**src/design/scalar_kalman_filter_defines.svh**
```systemverilog
`ifndef SCALAR_KALMAN_FILTER_DEFINES_SVH
`define SCALAR_KALMAN_FILTER_DEFINES_SVH

// Same-cycle implication on clk, quiet during reset
`define SKF_ASSERT_NOW(label, ante, cons, msg) \
  label: assert property (@(posedge clk) disable iff (rst) (ante) |-> (cons)) \
    else $error(msg);

// Next-cycle implication on clk, quiet during reset
`define SKF_ASSERT_NEXT(label, ante, cons, msg) \
  label: assert property (@(posedge clk) disable iff (rst) (ante) |=> (cons)) \
    else $error(msg);

`endif

```
**src/design/skf_pkg.sv**
```systemverilog
`timescale 1ns / 1ps

package skf_pkg;

  // Filter geometry
  localparam int CHANNELS      = 4;
  localparam int FRACTION_BITS = 16;
  localparam int IDX_W         = (CHANNELS > 1) ? $clog2(CHANNELS) : 1;

  // Field widths
  localparam int CH_W     = 2;
  localparam int SAMPLE_W = 12;
  localparam int EST_W    = 12;
  localparam int MEAN_W   = 32;
  localparam int VAR_W    = 32;
  localparam int DRIFT_W  = 29;
  localparam int NOISE_W  = 25;

  // Datapath widths
  localparam int Z_W    = SAMPLE_W + FRACTION_BITS;
  localparam int Y_W    = ((Z_W + 1 > MEAN_W) ? Z_W + 1 : MEAN_W) + 1;
  localparam int K_W    = FRACTION_BITS;
  localparam int DIV_W  = VAR_W + 1;
  localparam int PROD_W = Y_W + K_W + 1;
  localparam int SUM_W  = Y_W + 2;
  localparam int PM_W   = VAR_W + K_W + 1;
  localparam int CNT_W  = $clog2(K_W);
  localparam int HI_W   = MEAN_W - FRACTION_BITS;

  // Config port
  localparam int ADDR_W = 4;
  localparam int DATA_W = 32;

  // Reset values
  localparam logic [63:0] VAR_RESET_W64  = 64'd100 << FRACTION_BITS;
  localparam logic [63:0] QVAR_RESET_W64 = 64'd1 << FRACTION_BITS;
  localparam logic [63:0] RVAR_RESET_W64 = 64'd16 << FRACTION_BITS;
  localparam logic [VAR_W-1:0]   VAR_RESET  = VAR_RESET_W64[VAR_W-1:0];
  localparam logic [NOISE_W-1:0] QVAR_RESET = QVAR_RESET_W64[NOISE_W-1:0];
  localparam logic [NOISE_W-1:0] RVAR_RESET = RVAR_RESET_W64[NOISE_W-1:0];

  localparam logic [K_W:0]       ONE_FX  = {1'b1, {K_W{1'b0}}};
  localparam logic [MEAN_W-1:0]  HALF_FX = MEAN_W'(1) << (FRACTION_BITS - 1);
  localparam logic [EST_W-1:0]   EST_MAX = '1;

  // Register map (word index)
  typedef enum logic [1:0] {
    REG_DRIFT         = 2'd0,
    REG_PROCESS_NOISE = 2'd1,
    REG_SENSOR_NOISE  = 2'd2
  } reg_index_t;

  typedef enum logic [2:0] {
    ST_IDLE,
    ST_PRED,
    ST_DIV,
    ST_MUL,
    ST_POST,
    ST_OUT
  } state_t;

  typedef struct packed {
    logic [CH_W-1:0]     channel;
    logic [SAMPLE_W-1:0] sample;
  } skf_in_t;

  typedef struct packed {
    logic [CH_W-1:0]  channel_out;
    logic [EST_W-1:0] estimate;
    logic [VAR_W-1:0] estimate_variance;
  } skf_out_t;

  // Channel number folded onto the store depth
  function automatic logic [IDX_W-1:0] chan_index(input logic [CH_W-1:0] ch);
    int v;
    v = int'(ch);
    for (int i = 0; i < (1 << CH_W); i++) begin
      if (v >= CHANNELS) begin
        v = v - CHANNELS;
      end
    end
    return IDX_W'(v);
  endfunction

  // Clamp to the signed 32-bit range
  function automatic logic signed [MEAN_W-1:0] sat32(input logic signed [SUM_W-1:0] v);
    logic [SUM_W-MEAN_W:0] top;
    top = v[SUM_W-1:MEAN_W-1];
    if (top == '0 || top == '1) begin
      return v[MEAN_W-1:0];
    end else if (v[SUM_W-1]) begin
      return {1'b1, {(MEAN_W-1){1'b0}}};
    end else begin
      return {1'b0, {(MEAN_W-1){1'b1}}};
    end
  endfunction

endpackage

```
**src/design/scalar_kalman_filter.sv**
```systemverilog
`timescale 1ns / 1ps
// Scalar Kalman filter, one state pair (mean, variance) per sensor channel.
// Input channel: item_valid / item_stall with item = {channel, sample}. A word
//   is taken when item_valid is high and item_stall low; item_stall is high
//   while a sample is being worked on, so one sample is in flight at a time.
// Output channel: result_valid / result_stall with result = {channel_out,
//   estimate, estimate_variance}, held in an output register until taken.
// Config: APB-style, drift at 0x0, process variance at 0x4, sensor variance
//   at 0x8. Writes belong to idle periods only.
// Steps: the state RAM read rides on the accept edge; then come predict, the
//   gain divider (one quotient bit per cycle), the two multiplies (side by
//   side), correction and result formatting.
// Reset: config goes to drift 0, Q 1.0, R 16.0; per-channel valid bits clear
//   so every channel reads mean 0 and variance 100.0 until first written.
// A stalled result holds the block in its last step; no new sample is taken
//   until the result register is free.
`include "scalar_kalman_filter_defines.svh"

module scalar_kalman_filter (
  input  logic                    clk,
  input  logic                    rst,
  input  logic                    item_valid,
  output logic                    item_stall,
  input  skf_pkg::skf_in_t        item,
  output logic                    result_valid,
  input  logic                    result_stall,
  output skf_pkg::skf_out_t       result,
  input  logic                    psel,
  input  logic                    penable,
  input  logic                    pwrite,
  input  logic [skf_pkg::ADDR_W-1:0] paddr,
  input  logic [skf_pkg::DATA_W-1:0] pwdata,
  output logic [skf_pkg::DATA_W-1:0] prdata,
  output logic                    pready
);

  import skf_pkg::*;

  state_t state, state_next;

  logic item_accept;
  logic mem_we;
  logic out_load;
  logic cfg_write;

  // Config registers
  logic [DRIFT_W-1:0] drift;
  logic [NOISE_W-1:0] proc_var;
  logic [NOISE_W-1:0] sens_var;

  // Latched item
  logic [CH_W-1:0]     ch_reg;
  logic [SAMPLE_W-1:0] sample_reg;
  logic [IDX_W-1:0]    idx_reg;

  // State RAMs
  logic [MEAN_W-1:0]   mean_mem [CHANNELS];
  logic [VAR_W-1:0]    var_mem  [CHANNELS];
  logic [CHANNELS-1:0] mem_valid;
  logic [MEAN_W-1:0]   mean_rd;
  logic [VAR_W-1:0]    var_rd;
  logic                rd_valid;

  // Datapath registers
  logic signed [MEAN_W-1:0] x_reg;
  logic [VAR_W-1:0]         p_reg;
  logic [DIV_W-1:0]         div_d;
  logic [DIV_W-1:0]         rem;
  logic [K_W-1:0]           quo;
  logic [CNT_W-1:0]         cnt;
  logic signed [Y_W-1:0]    y_reg;
  logic signed [PROD_W-1:0] prod;
  logic [PM_W-1:0]          pm;
  logic signed [MEAN_W-1:0] x_post;
  logic [VAR_W-1:0]         var_post;

  // Predict-step wires
  logic signed [MEAN_W-1:0]  mean_cur;
  logic [VAR_W-1:0]          var_cur;
  logic signed [DRIFT_W-1:0] drift_s;
  logic signed [SUM_W-1:0]   mean_sum;
  logic [DIV_W-1:0]          p_sum;
  logic [VAR_W-1:0]          p_sat;
  logic [NOISE_W-1:0]        r_eff;

  // Divider wires
  logic [DIV_W:0] rem_sh;
  logic [DIV_W:0] rem_diff;

  // Update wires
  logic signed [Z_W:0]                   z_ext;
  logic [K_W:0]                          one_minus_k;
  logic signed [PROD_W-FRACTION_BITS-1:0] prod_fl;
  logic signed [SUM_W-1:0]               x_new_sum;

  // Output formatting wires
  logic [MEAN_W-1:0]        rounded;
  logic [HI_W+EST_W-1:0]    hi_ext;
  logic [EST_W-1:0]         est;

  assign item_accept = item_valid && !item_stall;
  assign cfg_write   = psel && penable && pwrite;
  assign pready      = 1'b1;

  // Config write
  always_ff @(posedge clk) begin
    if (rst) begin
      drift    <= '0;
      proc_var <= QVAR_RESET;
      sens_var <= RVAR_RESET;
    end else if (cfg_write) begin
      unique case (paddr[3:2])
        REG_DRIFT:         drift    <= pwdata[DRIFT_W-1:0];
        REG_PROCESS_NOISE: proc_var <= pwdata[NOISE_W-1:0];
        REG_SENSOR_NOISE:  sens_var <= pwdata[NOISE_W-1:0];
        default: ;
      endcase
    end
  end

  // Config read
  always_comb begin
    prdata = '0;
    unique case (paddr[3:2])
      REG_DRIFT:         prdata = DATA_W'(drift);
      REG_PROCESS_NOISE: prdata = DATA_W'(proc_var);
      REG_SENSOR_NOISE:  prdata = DATA_W'(sens_var);
      default:           prdata = '0;
    endcase
  end

  // Next state
  always_comb begin
    state_next = state;
    unique case (state)
      ST_IDLE: if (item_valid) state_next = ST_PRED;
      ST_PRED: state_next = ST_DIV;
      ST_DIV:  if (cnt == CNT_W'(K_W - 1)) state_next = ST_MUL;
      ST_MUL:  state_next = ST_POST;
      ST_POST: state_next = ST_OUT;
      ST_OUT:  if (!result_valid || !result_stall) state_next = ST_IDLE;
      default: state_next = ST_IDLE;
    endcase
  end

  // FSM outputs
  always_comb begin
    item_stall = 1'b1;
    mem_we     = 1'b0;
    out_load   = 1'b0;
    unique case (state)
      ST_IDLE: item_stall = 1'b0;
      ST_OUT: begin
        mem_we   = 1'b1;
        out_load = !result_valid || !result_stall;
      end
      default: ;
    endcase
  end

  always_ff @(posedge clk) begin
    if (rst) begin
      state <= ST_IDLE;
    end else begin
      state <= state_next;
    end
  end

  // Item latch
  always_ff @(posedge clk) begin
    if (item_accept) begin
      ch_reg     <= item.channel;
      sample_reg <= item.sample;
      idx_reg    <= chan_index(item.channel);
    end
  end

  // State RAMs: read on accept, write back in the result step.
  // One sample in flight, so the write always lands before the next read.
  always_ff @(posedge clk) begin
    if (mem_we) begin
      mean_mem[idx_reg] <= x_post;
      var_mem[idx_reg]  <= var_post;
    end
    if (item_accept) begin
      mean_rd <= mean_mem[chan_index(item.channel)];
      var_rd  <= var_mem[chan_index(item.channel)];
    end
  end

  always_ff @(posedge clk) begin
    if (rst) begin
      mem_valid <= '0;
      rd_valid  <= 1'b0;
    end else begin
      if (mem_we) begin
        mem_valid[idx_reg] <= 1'b1;
      end
      if (item_accept) begin
        rd_valid <= mem_valid[chan_index(item.channel)];
      end
    end
  end

  // Predict
  always_comb begin
    mean_cur = rd_valid ? mean_rd : '0;
    var_cur  = rd_valid ? var_rd : VAR_RESET;
    drift_s  = drift;
    mean_sum = SUM_W'(mean_cur) + SUM_W'(drift_s);
    p_sum    = DIV_W'(var_cur) + DIV_W'(proc_var);
    p_sat    = p_sum[DIV_W-1] ? '1 : p_sum[VAR_W-1:0];
    r_eff    = (sens_var == '0) ? NOISE_W'(1) : sens_var;
  end

  // Restoring divide step
  always_comb begin
    rem_sh   = {rem, 1'b0};
    rem_diff = rem_sh - {1'b0, div_d};
  end

  // Residual and gain complement
  always_comb begin
    z_ext       = {1'b0, sample_reg, {FRACTION_BITS{1'b0}}};
    one_minus_k = ONE_FX - {1'b0, quo};
    prod_fl     = prod[PROD_W-1:FRACTION_BITS];
    x_new_sum   = SUM_W'(x_reg) + SUM_W'(prod_fl);
  end

  // Datapath sequencing
  always_ff @(posedge clk) begin
    unique case (state)
      ST_PRED: begin
        x_reg <= sat32(mean_sum);
        p_reg <= p_sat;
        div_d <= DIV_W'(p_sat) + DIV_W'(r_eff);
        rem   <= DIV_W'(p_sat);
        quo   <= '0;
        cnt   <= '0;
      end
      ST_DIV: begin
        if (!rem_diff[DIV_W]) begin
          rem <= rem_diff[DIV_W-1:0];
          quo <= {quo[K_W-2:0], 1'b1};
        end else begin
          rem <= rem_sh[DIV_W-1:0];
          quo <= {quo[K_W-2:0], 1'b0};
        end
        cnt   <= cnt + CNT_W'(1);
        y_reg <= Y_W'(z_ext) - Y_W'(x_reg);
      end
      ST_MUL: begin
        prod <= PROD_W'(signed'({1'b0, quo})) * PROD_W'(y_reg);
        pm   <= PM_W'(one_minus_k) * PM_W'(p_reg);
      end
      ST_POST: begin
        x_post   <= sat32(x_new_sum);
        var_post <= pm[FRACTION_BITS +: VAR_W];
      end
      default: ;
    endcase
  end

  // Round half up, clamp to converter range
  always_comb begin
    rounded = {1'b0, x_post[MEAN_W-2:0]} + HALF_FX;
    hi_ext  = (HI_W + EST_W)'(rounded[MEAN_W-1:FRACTION_BITS]);
    if (x_post[MEAN_W-1]) begin
      est = '0;
    end else if (hi_ext > (HI_W + EST_W)'(EST_MAX)) begin
      est = EST_MAX;
    end else begin
      est = hi_ext[EST_W-1:0];
    end
  end

  // Output register
  always_ff @(posedge clk) begin
    if (rst) begin
      result_valid <= 1'b0;
    end else if (out_load) begin
      result_valid <= 1'b1;
    end else if (!result_stall) begin
      result_valid <= 1'b0;
    end
  end

  always_ff @(posedge clk) begin
    if (out_load) begin
      result.channel_out       <= ch_reg;
      result.estimate          <= est;
      result.estimate_variance <= var_post;
    end
  end

  // Checks
  `SKF_ASSERT_NOW(a_div_rem_below_divisor, state == ST_DIV, rem < div_d, "divider remainder not below divisor")
  `SKF_ASSERT_NOW(a_var_not_grown, state == ST_OUT, var_post <= p_reg, "posterior variance above prior")
  `SKF_ASSERT_NEXT(a_accept_to_predict, item_accept, state == ST_PRED, "accepted word did not start predict")
  `SKF_ASSERT_NEXT(a_stalled_result_holds, state == ST_OUT && result_valid && result_stall, state == ST_OUT, "left result step while output still stalled")

endmodule

```
**config.mk**
```make
export PLATFORM = sky130hd
export DESIGN_NAME = scalar_kalman_filter
export DESIGN_NICKNAME = d
export VERILOG_FILES = /design/src/design/skf_pkg.sv /design/src/design/scalar_kalman_filter.sv
export VERILOG_INCLUDE_DIRS = /design/src /design/src/design
export SDC_FILE = /design/constraint.sdc
export NUM_CORES = 2
export LEC_CHECK = 0
export ABC_AREA = 0
export BUFFER_PORTS_ARGS = -buffer_cell sky130_fd_sc_hd__buf_2
export CAP_MARGIN = 25
export CORE_MARGIN = 5
export CORE_UTILIZATION = 55
export CTS_BUF_LIST = sky130_fd_sc_hd__clkbuf_2 sky130_fd_sc_hd__clkbuf_4 sky130_fd_sc_hd__clkbuf_8
export DETAILED_ROUTE_END_ITERATION = 10
export PLACE_DENSITY = 0.75
export SLEW_MARGIN = 40
export SYNTH_ARGS = -nofsm -noshare
export SYNTH_HDL_FRONTEND = slang
export SYNTH_SLANG_ARGS = --single-unit
```
**constraint.sdc**
```tcl
create_clock -name clk -period 22.3 [get_ports clk]
set_input_delay 3.345 -clock clk [delete_from_list [all_inputs] [get_ports clk]]
set_output_delay 3.345 -clock clk [all_outputs]
set_load 0.05 [all_outputs]
```
==> results.yml <==
sta:
  hold_ws_ns: 0.419
  finClkSkew_ns: 0.0493
  period_needed_ns: 9.48
  rsz0062_at_grt: "false"
  worstMarginPinSlew_ns: 0.892
  relSlewSlack: 0.405
  period_share: 0.425
  slew_viol_final: 0
  tns_ns: 0
  fmax_mhz: 106
  setup_viol: 0
  hold_violations: 0
global_route:
  antenna_found_initial: 7
  grt_pass1_vias: 52200
  grt_max_degree: 89
  grt_overflow: 0
  track_usage: 0.263
  grt_pass1_wl_um: 283000
clocking:
  hold_buffers: 0
  cts_resized: 0
  cts_tree: "yes"
  clk_latency_ns: 0.80
  postCtsSetupRepairBufs: 0
  cts_root_buffer: "clkbuf_8"
  htree_levels: 3
  cts_sinks: 781
  clk_pin_slew_ns: 0.07
  numCtsBuffers: 108
  clockBufferDepth: 3
yosys:
  syn_area_um2: 71300
  netlist_instances: 6856
  synth.most_common_cell: "inv_1"
  synth_edf_count: 693
  yosysWarnings: 0
  synthArstFlopShare: 0
  syn-mean-instance-area_um2: 10.4
  synth-seq-area-share: 0.317
  ys_ff_latch: 781
  ys.flop_type: "edfxtp_1"
  yosysTopAreaCell: "edfxtp_1"
  ys_types: 95
  netlist_top_cells_area: "edfxtp_1 (29%), fa_1 (27%), ha_1 (7.0%), inv_1 (6.5%), nand2_1 (5.5%)"
  synthDominantCellAreaShare: 0.292
  synthTopCellsByCount: "inv_1 (1230), nand2_1 (1047), fa_1 (952), edfxtp_1 (693), and2_1 (435)"
min_path:
  min-delay-start: "pm[17]"
  hp-class: "flop to flop"
critical_path:
  critPathLaunch: "quo[1]"
  startpoint_type: "flop"
  worst_ep_arrival_time_ns: 10.03
  reg2reg_to: "pm[33]"
  worstSetupPathType: "flop to flop"
  rr_worst_depth: 29
  crit_required_ns: 22.85
  rrSetupSlack_ns: 12.83
  critical-path-slowest-cell: "nor3b_1"
  rr_startpoint: "quo[1]"
  cpPeakStageDelay_ns: 0.56
  path_max_fanout: 34
  cp-endpoint: "pm[33]"
  endpoint_kind: "flop"
  crit_path_frequent_cell: "fa_1"
run:
  cap_violations: 0
placed_design:
  place_congestion: 0.933
  dpl.hpwl_um: 131000
  io_buffers: 128
layout:
  drive_gt1_frac: 0.0767
  fin_nets: 8254
  top_regs: "mean_mem (128), var_mem (128), result (46)"
  area_delta_synth_final_pct: 6.82
route:
  vias: 49200
  antenna_left: 0
  drt_wl_total_um: 176000
  vias_per_cell: 5.67
  routedWlPerCell_um: 20.3
  drtPass1Iterations: 5
  route.detailed.drc: 0
  drtIter0Drc: 3818
status:
  outcome: "complete, no violations"
floorplan:
  initial_core_util: 0.552
  io_pins: 138
  core_area_um2: 129000
  fp.dieW_um: 370
  fp.dieArea_um2: 137000
  die_h_um: 370
  row_count: 132
-- worst min path at each step --
| stage | end | slack [ns] | depth (start not counted) |
|---|---|---|---|
| 6_report | var_post[1] | 0.42 | 0 |
| 4_1_cts | var_post[7] | 0.42 | 0 |
| 5_1_grt | var_post[10] | 0.43 | 0 |
| 2_1_floorplan | var_post[0] | 0.40 | 0 |
| 3_5_place_dp | var_post[11] | 0.41 | 0 |
| 3_3_place_gp | var_post[30] | 0.40 | 0 |
-- layout by cell type (no fill, tap or decap), types with 66 or more instances in the layout --
| master | n |
|---|---|
| xnor2_1 | 162 |
| clkbuf_8 | 125 |
| a21oi_1 | 284 |
| nand2_1 | 1047 |
| fa_1 | 952 |
| nor2_1 | 159 |
| dfxtp_1 | 87 |
| and2_1 | 434 |
| ha_1 | 398 |
| buf_2 | 126 |
| edfxtp_1 | 693 |
| buf_4 | 66 |
| a21o_1 | 114 |
| xor2_1 | 77 |
| o21ai_0 | 110 |
| inv_1 | 1230 |
-- worst max-delay path: cells and delay by family, from the launching register on --
family                   cells  cell delay [ns]
XOR/XNOR                     2             0.43
AND/OR/NAND/NOR              4             1.63
adder cells (fa/ha/maj)      8             3.52
AO/OA/AOI/OAI                9             2.39
buffers and inverters        6             0.92
flip-flops                   1             0.35
-- metal layers --
| metal | track usage | up-vias | wire length [um] |
|---|---|---|---|
| met2 | 0.450 | 1966 | 87000 |
| met4 | 0.113 | 4 | 8310 |
| met3 | 0.0483 | 518 | 13700 |
| li1 | - | 21900 | - |
| met5 | 0 | - | 22 |
| met1 | 0.329 | 24800 | 67300 |
-- per-stage QoR --
stage,instances,instance area (um^2),util,setup WS (ns)
final,8681,76100,0.589,12.83
after global routing,8681,76100,0.589,12.23
after CTS,8678,76100,0.589,12.78
after detailed placement,8478,73700,0.571,12.85
after global placement,8469,73600,0.569,12.86
after floorplan,6858,71300,-,12.81
-- cells by family after synthesis --
group / Yosys count / synth area share
XOR/XNOR: 252 / 0.0310
adder cells (fa/ha/maj): 1356 / 0.338
buffers and inverters: 1556 / 0.0828
multiplexers: 114 / 0.0275
other: 2 / 0.000105
AND/OR/NAND/NOR: 1969 / 0.130
AO/OA/AOI/OAI: 826 / 0.0737
flip-flops: 781 / 0.317
-- final cells by class --
type | instances | area [um^2]
fill | 10700 | 53000
multi-input combinational | 4521 | 43100
sequential | 781 | 22600
inverter | 1231 | 4620
tap | 1742 | 2180
clock buffer | 162 | 2000
timing repair buffer | 204 | 1280
clock inverter | 38 | 399
antenna | 2 | 5.00
Power is left out: the tool's default activity adds up to more than one toggle a clock period on the data nets, which glitch-free logic cannot reach.
